===== config.mk =====
export PLATFORM = sky130hd
export DESIGN_NAME = dtr_sqmul
export DESIGN_NICKNAME = d
export VERILOG_FILES = /design/src/sv/dtr_sqmul.sv
export SDC_FILE = /design/constraint.sdc
export NUM_CORES = 1
export LEC_CHECK = 0
export BUFFER_PORTS_ARGS = -buffer_cell sky130_fd_sc_hd__buf_2
export CAP_MARGIN = 20
export CORE_MARGIN = 2
export CORE_UTILIZATION = 60
export DETAILED_ROUTE_END_ITERATION = 16
export PLACE_DENSITY_LB_ADDON = 0.1
export SETUP_SLACK_MARGIN = 0.5
export SYNTH_ARGS = -nofsm -noshare
export SYNTH_HDL_FRONTEND = slang
export SYNTH_SLANG_ARGS = --single-unit
export TNS_END_PERCENT = 30

===== constraint.sdc =====
create_clock -name clk -period 6.6 [get_ports clk]
set_clock_uncertainty 0.2 [all_clocks]
set_input_delay 0.99 -clock clk [delete_from_list [all_inputs] [get_ports clk]]
set_output_delay 0.99 -clock clk [all_outputs]
set_load 0.01 [all_outputs]

===== src/sv/dtr_sqmul.sv =====
// Shared squaring unit for the circle walk: one registered product per request.
module dtr_sqmul (
    input  logic        clk,
    input  logic [12:0] a,
    output logic [25:0] prod_reg
);
    always_ff @(posedge clk)
    begin
        prod_reg <= a * a;
    end
endmodule


# Word-level counts from Yosys, hierarchy flattened
# Index checks and enable logic that the tools add are counted.
# classes
n_addsub	0
mul	1
div_mod_pow	0
n_lt_le_gt_ge	0
eq_ne	0
shift	0
mux	0
n_bitwise	0
reduce_logical	0
# op_table
op	n
13-bit by 13-bit multiplier with 26-bit output	1
# totals
ff_bits	26
latchBits	0
mem_bits_rw	0
romBits	0
output_inout_bits	26
elab_cells	2
mem_count	0

# Logic depth before layout (Yosys ltp)
# Gate-level depths: netlist of the first run.
# logic_depth
word_depth	1
ltp_mapped	22
mapped_depth_nobuf	20

# Least setup slack after synthesis of the first run
# No wires, ideal clock.
# synth_timing
kind	input -> register
startpoint	input a[6]
endpoint	register prod_reg[22]
setup_time_ps	72
arrival_time_ps	5587
required_time_ps	6328
slack_ps	740
cell_stages	21
path_cell_list	clkbuf_1 inv_1 nor2_1 inv_1 fa_1 inv_1 fa_1 inv_1 fa_1 inv_1 fa_1 inv_1 fa_1 inv_1 ha_1 a21o_1 a211oi_1 o31ai_1 a21o_1 a211oi_1 xnor2_1
# synth_via
elab_chain_len	1
# synth_rtl
item	line_no	source
start, declared	4	input logic [12:0] a,
13-bit by 13-bit multiplier with 26-bit output	9	prod_reg <= a * a;
end signal, assigned	9	
end, declared	5	output logic [25:0] prod_reg
# Every way passes these cells.

# Worst setup path in the final report of the first run
# layout_timing
startpoint	input a[3]
endpoint	register prod_reg[24]
# Same word-level chain as after synthesis.

==> Flow_metrics.wiki, run 1 <==
{| class="wikitable"
! Metric !! Value
|-
| Pin count of the biggest net entering global routing || 17
|-
| Share of layout cells above drive strength 1 || between 8 and 9%
|-
| Net count of the mapped netlist || between 700 and 800
|-
| Bufs on Longest Clock Path || 2
|-
| DIE AREA || 9700 um2
|-
| Number of global-route vias before repair || about 4k
|-
| Cell at the root of the clock tree || sky130_fd_sc_hd__clkbuf_8
|-
| Switching power summed over all nets || about 1.5 mW
|-
| Post-synthesis cell area || around 5400 um2
|-
| Number of register bits inferred by synthesis || 25
|-
| Overflow left after global routing || 0
|-
| CTS hold repair buffers || 0
|-
| Req. time, crit path || roughly 6.6 ns
|-
| Routability congestion estimate from global placement || around 0.84
|-
| Number of pins exceeding their max-slew limit in the final report || 0
|-
| Nets || 813
|-
| Clock network fraction of design power || 3.4%
|-
| Worst IR Drop VDD || 513 uV
|-
| Leading register cell type out of synthesis || sky130_fd_sc_hd__dfxtp_1
|-
| Routed via count || between 3k and 4k
|-
| Gate count of the mapped netlist || slightly above 600
|-
| Synth async-reset ratio || 0%
|-
| Number of buffers inserted during clock tree synthesis || 3
|-
| Max FFs per register || 25
|-
| Post-synth EDFFs || 0
|-
| Number of cells after detailed placement || ~740
|-
| Final Setup Violations || 0
|-
| Final worst setup slack || around 0.71 ns
|-
| Clock sink count || 25
|-
| Power share of the combinational group || between 80% and 90%
|-
| LEAKAGE || about 3.2 nW
|-
| Worst path arrival time || approximately 6 ns
|-
| Routed length per instance || roughly 14 um
|-
| Router iterations before antenna repair || 4
|-
| Number of standard cells in the layout, taps in and fillers out || 740
|-
| Total wire length after detailed routing || between 10000 and 15000 um
|-
| Category of the most critical setup path || in2reg
|-
| Cell row count || 34
|-
| Fraction of power consumed by sequential logic || 9.6%
|-
| Die span in y || roughly 98 um
|-
| RSZ-0062 raised after global routing || yes
|-
| Endpoint kind of the worst setup timing path || register
|-
| Worst hold slack || between 0.7 and 0.8 ns
|-
| Sequential element share of the synthesized area || under 10%
|-
| Sort of element at the start of the critical path || input pin
|-
| Average size of a mapped cell || just under 9 um2
|-
| Detail-routed via count per cell || 5.20
|-
| Hold Vio Cnt, Final || 0
|-
| Iter 0 DRT Violations || between 100 and 150
|-
| Number of unique standard cell types used by synthesis || 45
|-
| Effective utilization at floorplan || approximately 60%
|-
| Core Util, Final || between 60 and 70%
|-
| Area growth from synthesis to layout || 5.68%
|-
| Placement Cell Area || 5610 um2
|-
| Max-cap violations || 0
|-
| Power per unit of standard cell area || 495 nW/um2
|-
| ANT nets after route || 0
|-
| Number of I/O pins || 40
|-
| Number of warning messages in the yosys log || 0
|-
| CTS clk-pin slew, worst paths || ~0.10 ns
|-
| N_diodes || 0
|-
| Hold/Removal Path Class || in2reg
|-
| Number of antenna violations at the first check in global routing || 0
|-
| Fmax || about 170 MHz
|-
| Fill cell instance count of the final layout || about 750
|-
| Outcome || complete, no violations
|-
| Final-layout setup total negative slack || 0 ns
|-
| HPWL after detailed placement || about 9000 um
|-
| Placement Setup Slack || between 0.3 and 0.4 ns
|-
| Post-CTS setup repair buffer count || 0
|-
| Number of buffer cells added on primary ports || 38
|-
| Crit path time final || roughly 5.9 ns
|-
| Die width || approximately 98 um
|-
| Overall Power || ~2.8 mW
|-
| Switching share of power || 53.3%
|-
| Internal power of the cells || 1.31 mW
|-
| Global-route wire length before repair || ~18000 um
|-
| DRC errors left || 0
|-
| Area of the core || between 8000 and 9000 um2
|-
| TritonCTS clock tree || yes
|-
| Design area || 5660 um2
|-
| Highest net fanout along the worst path || 14
|-
| Number of gates resized after CTS || 0
|-
| Level count of the clock H-tree || 1
|-
| Share of the cycle needed by the critical path after routing || about 89%
|-
| GRT Total Usage || 22.9%
|}
-- cells in the mapped netlist, types with 2 or more instances --
master | number | area [um2]
sky130_fd_sc_hd__clkbuf_1 | 16 | 60.1
sky130_fd_sc_hd__xnor2_1 | 15 | 131
sky130_fd_sc_hd__nand2_1 | 53 | 199
sky130_fd_sc_hd__xor2_1 | 9 | 78.8
sky130_fd_sc_hd__and2_1 | 27 | 169
sky130_fd_sc_hd__inv_1 | 177 | 664
sky130_fd_sc_hd__nand4_1 | 2 | 12.5
sky130_fd_sc_hd__a21o_1 | 9 | 67.6
sky130_fd_sc_hd__o31ai_1 | 2 | 15.0
sky130_fd_sc_hd__a211oi_1 | 6 | 45.0
sky130_fd_sc_hd__o21ai_0 | 9 | 45.0
sky130_fd_sc_hd__nand4b_1 | 2 | 17.5
sky130_fd_sc_hd__dfxtp_1 | 25 | 500
sky130_fd_sc_hd__o21a_1 | 2 | 15.0
sky130_fd_sc_hd__nand3_1 | 3 | 15.0
sky130_fd_sc_hd__and3_1 | 3 | 18.8
sky130_fd_sc_hd__buf_4 | 2 | 15.0
sky130_fd_sc_hd__fa_1 | 97 | 1940
sky130_fd_sc_hd__ha_1 | 69 | 863
sky130_fd_sc_hd__nor2_1 | 29 | 109
sky130_fd_sc_hd__a21oi_1 | 19 | 95.1
sky130_fd_sc_hd__a31oi_1 | 2 | 12.5
sky130_fd_sc_hd__nor2b_1 | 7 | 43.8
sky130_fd_sc_hd__nor3_1 | 2 | 10.0
-- cell usage in the layout, fill, tap and decap left out, types with 15 or more instances in the layout --
cell type	netlist	layout
sky130_fd_sc_hd__inv_1	177	177
sky130_fd_sc_hd__nor2_1	29	29
sky130_fd_sc_hd__xnor2_1	15	15
sky130_fd_sc_hd__a21oi_1	19	19
sky130_fd_sc_hd__fa_1	97	97
sky130_fd_sc_hd__dfxtp_1	25	25
sky130_fd_sc_hd__and2_1	27	27
sky130_fd_sc_hd__nand2_1	53	53
sky130_fd_sc_hd__buf_2	0	36
sky130_fd_sc_hd__ha_1	69	68
-- per-layer routing --
layer  routed length (um)  vias up  global-route usage [%]  part of all wire (%)
met4                   71        0                    2.53                  0.67
met5                    0        -                       0                     0
met1                 4280     1914                    29.2                    40
met2                 6020       67                    43.7                    57
li1                     -     1863                       -                     -
met3                  228        6                    1.77                   2.2
-- worst max-delay path, cell delays in order --
cell,delay (ns)
sky130_fd_sc_hd__clkbuf_4,0.20
sky130_fd_sc_hd__nand2_1,0.13
sky130_fd_sc_hd__inv_1,0.07
sky130_fd_sc_hd__fa_1,0.55
sky130_fd_sc_hd__inv_1,0.06
sky130_fd_sc_hd__fa_1,0.49
sky130_fd_sc_hd__inv_1,0.05
sky130_fd_sc_hd__fa_1,0.49
sky130_fd_sc_hd__inv_1,0.05
sky130_fd_sc_hd__fa_1,0.48
sky130_fd_sc_hd__fa_1,0.49
sky130_fd_sc_hd__inv_1,0.04
sky130_fd_sc_hd__ha_2,0.40
sky130_fd_sc_hd__and4_1,0.27
sky130_fd_sc_hd__or3b_4,0.42
sky130_fd_sc_hd__a31oi_4,0.23
sky130_fd_sc_hd__a21oi_2,0.11
sky130_fd_sc_hd__o211ai_2,0.15
sky130_fd_sc_hd__xor2_1,0.19
-- worst paths after layout --
kind | from | to | slack [ns] | depth (start not counted)
max | a[3] | prod_reg[24]$_DFF_P_ | 0.71 | 19
min | a[0] | prod_reg[0]$_DFF_P_ | 0.79 | 1
-- cell families (layout without fill, tap and decap cells) --
logic type	Yosys count	count (layout)	share of synthesized area [%]
AO/OA/AOI/OAI	62	62	8.29
XOR/XNOR	24	24	3.92
adder cells (fa/ha/maj)	166	166	52.4
buffers and inverters	195	219	13.8
flip-flops	25	25	9.34
multiplexers	1	1	0.210
other	1	1	0.0700
AND/OR/NAND/NOR	134	134	12.0
-- final cells by class --
type	count	area [um2]	area share [%]
Sequential cell	25	500	8.84
Inverter	177	664	11.7
Multi-Input combinational cell	388	4120	72.8
Timing Repair Buffer	38	195	3.45
Clock buffer	3	41.3	0.729
Tap cell	108	135	2.39
Clock inverter	1	5.00	0.0884
-- power groups by stage --
stage	combinational (mW)	sequential, mW	clock, mW
6_report	2.44	0.269	0.0941
5_1_grt	2.77	0.275	0.102
4_1_cts	2.46	0.270	0.0965
3_5_place_dp	2.43	0.273	0
3_3_place_gp	2.40	0.273	0
2_1_floorplan	1.87	0.313	0
No activity file was read; power rests on OpenSTA's default activity.
==> inputs of run 2 (changes only) <==
GPL_TIMING_DRIVEN = 0   (was unset)
MAX_ROUTING_LAYER = met4   (was unset)
clock period = 7.1 ns   (was 6.6 ns; I/O delays follow)
==> Flow_metrics.wiki, run 2 (same netlist as run 1, synthesis figures left out) <==
{| class="wikitable"
! Metric !! Value
|-
| Number of cells after detailed placement || 752 (+2.2%)
|-
| Final Setup Violations || 0 (unchanged)
|-
| Power per unit of standard cell area || 455 nW/um2 (-8.0%)
|-
| Overflow left after global routing || 0 (unchanged)
|-
| Outcome || complete, no violations
|-
| CTS clk-pin slew, worst paths || 0.09 ns (about the same)
|-
| Endpoint kind of the worst setup timing path || register
|-
| Routed via count || 3944 (+2.4%)
|-
| Placement Cell Area || 5670 um2 (+1.2%)
|-
| Router iterations before antenna repair || 4 (unchanged)
|-
| Clock sink count || 25 (unchanged)
|-
| Max FFs per register || 25 (unchanged)
|-
| Worst path arrival time || 6.28 ns (+0.40 ns)
|-
| Worst Tran Pin Value || ~0.65 ns
|-
| Crit path time final || between 6 and 7 ns
|-
| Share of the cycle needed by the critical path after routing || slightly below 90%
|-
| Design area || 5720 um2 (+1.1%)
|-
| Placement Setup Slack || 0.451 ns (+0.0961 ns)
|-
| Req. time, crit path || 7.07 ns (+0.48 ns)
|-
| Iter 0 DRT Violations || 106 (+3.9%)
|-
| Hold Vio Cnt, Final || 0 (unchanged)
|-
| Routability congestion estimate from global placement || 0.880 (+5.0%)
|-
| Area growth from synthesis to layout || 6.82%
|-
| FF/Latch Area || 500 um2 (unchanged)
|-
| Final worst setup slack || 0.792 ns (+0.0773 ns)
|-
| Leading cell types in the layout, fill and taps excluded || sky130_fd_sc_hd__inv_1 (177), sky130_fd_sc_hd__fa_1 (97), sky130_fd_sc_hd__ha_1 (69)
|-
| ANT nets after route || 0 (unchanged)
|-
| Effective utilization at floorplan || 61.7% (unchanged)
|-
| Die width || 98.5 um (unchanged)
|-
| Global-route layer with the greatest usage || met2
|-
| Share of layout cells above drive strength 1 || 8.49% (+0.10 points)
|-
| Level count of the clock H-tree || 1 (unchanged)
|-
| Hold/Removal Path Class || in2reg
|-
| Fill cell instance count of the final layout || 779 (+3.7%)
|-
| Number of antenna violations at the first check in global routing || 0 (unchanged)
|-
| Pin count of the biggest net entering global routing || 14 (-3)
|-
| Worst IR Drop VDD || 492 uV (-4.1%)
|-
| GR met2 Demand/Resource || 43.6% (-0.10 points)
|-
| Fmax || ~160 MHz
|-
| Max-cap violations || 0 (unchanged)
|-
| Number of buffer cells added on primary ports || 36 (-5.3%)
|-
| Category of the most critical setup path || in2reg
|-
| Worst hold slack || 0.752 ns (-0.0414 ns)
|-
| Final-layout setup total negative slack || 0 ns (unchanged)
|-
| Commonest non-fill, non-tap cell in the layout || sky130_fd_sc_hd__inv_1
|-
| Routed length per instance || 14.0 um (-2.5%)
|-
| Bufs on Longest Clock Path || 2 (unchanged)
|-
| Die span in y || 98.5 um (unchanged)
|-
| Number of global-route vias before repair || 4244 (+6.5%)
|-
| HPWL after detailed placement || 9140 um (+1.1%)
|-
| Highest net fanout along the worst path || 10 (-4)
|-
| Number of buffers inserted during clock tree synthesis || 3 (unchanged)
|-
| GR Util met3 || 2.20% (+0.43 points)
|-
| DIE AREA || 9700 um2 (unchanged)
|-
| Number of I/O pins || 40 (unchanged)
|-
| RSZ-0062 raised after global routing || no
|-
| Global-route wire length before repair || 18600 um (+3.5%)
|-
| N_diodes || 0 (unchanged)
|-
| Sort of element at the start of the critical path || input pin
|-
| LEAKAGE || 3.22 nW (+0.97%)
|-
| Number of pins exceeding their max-slew limit in the final report || 0 (unchanged)
|-
| Detail-routed via count per cell || 5.22 (+0.27%)
|-
| GRT Total Usage || 24.1% (+1.2 points)
|-
| TritonCTS clock tree || yes
|-
| Area of the core || 8680 um2 (unchanged)
|-
| DRC errors left || 0 (unchanged)
|-
| Met1 GRT Util || 29.7% (+0.51 points)
|-
| Area used by multi-input combinational logic || 4120 um2 (about the same)
|-
| Nets || 829 (+2.0%)
|-
| Cell at the root of the clock tree || sky130_fd_sc_hd__clkbuf_8
|-
| Cell row count || 34 (unchanged)
|-
| Number of standard cells in the layout, taps in and fillers out || 756 (+2.2%)
|-
| Worst max-slew margin expressed relative to the limit || a little under three fifths
|-
| Total wire length after detailed routing || 10600 um (-0.40%)
|}
## run 2: cell count changes in the layout (fill, tap and decap cells not counted)
| cell | before | now |
|---|---|---|
| sky130_fd_sc_hd__clkinv_2 | 1 | 0 |
| sky130_fd_sc_hd__ha_1 | 68 | 69 |
| sky130_fd_sc_hd__clkbuf_2 | 0 | 4 |
| sky130_fd_sc_hd__clkbuf_1 | 0 | 13 |
| sky130_fd_sc_hd__ha_2 | 1 | 0 |
| sky130_fd_sc_hd__clkbuf_4 | 2 | 0 |
| sky130_fd_sc_hd__buf_4 | 0 | 2 |
## run 2: where the power goes
part	internal, mW	switching (mW)	total [mW]
combinational	0.936	1.34	2.27
clock	0.0401	0.0439	0.0840
sequential	0.237	0.0129	0.250
total	1.21	1.39	2.60
## run 2: per-stage QoR
stage	power, mW	util [%]
finish	2.60	65.9
global route	2.94	65.9
CTS	2.64	65.9
detailed placement	2.53	65.4
global placement	2.50	65.4
floorplan	2.03	-
## run 2: routing by layer
layer | vias up | part of all wire [%]
li1 | 1904 | -
met1 | 1970 | 42
met2 | 55 | 54
met3 | 15 | 2.7
met4 | 0 | 1.5
met5 | - | 0
## run 2: final timing paths
path	start	end	slack, ns	cells past startpoint
hold / removal	a[0]	prod_reg[0]$_DFF_P_	0.75	1
setup / recovery	a[7]	prod_reg[25]$_DFF_P_	0.79	18
## run 2: timing repair
action | in CTS | in global routing
gates resized for setup | 0 | 8
endpoints found under the setup margin | 0 | 5
buffers inserted | 0 | 0
hold buffers | 0 | 0
## run 2: area by class of cell
cell class / instances / area share (%)
Multi-Input combinational cell: 388 / 71.9
Timing Repair Buffer: 36 / 3.15
Sequential cell: 25 / 8.75
Inverter: 177 / 11.6
Clock buffer: 4 / 0.787
Tap cell: 108 / 2.36
Buffer: 18 / 1.40
## run 2: worst max-delay path, stage by stage
cell and delay (ns):
sky130_fd_sc_hd__buf_2 0.08, sky130_fd_sc_hd__clkbuf_1 0.50, sky130_fd_sc_hd__nand2_1 0.17, sky130_fd_sc_hd__fa_1 0.55
sky130_fd_sc_hd__fa_1 0.52, sky130_fd_sc_hd__inv_1 0.05, sky130_fd_sc_hd__fa_1 0.48, sky130_fd_sc_hd__fa_1 0.55
sky130_fd_sc_hd__inv_1 0.05, sky130_fd_sc_hd__fa_1 0.49, sky130_fd_sc_hd__inv_1 0.05, sky130_fd_sc_hd__ha_1 0.35
sky130_fd_sc_hd__a21o_1 0.22, sky130_fd_sc_hd__a31oi_1 0.18, sky130_fd_sc_hd__o21ai_0 0.13, sky130_fd_sc_hd__a41oi_2 0.39
sky130_fd_sc_hd__o31ai_1 0.18, sky130_fd_sc_hd__a211oi_1 0.26
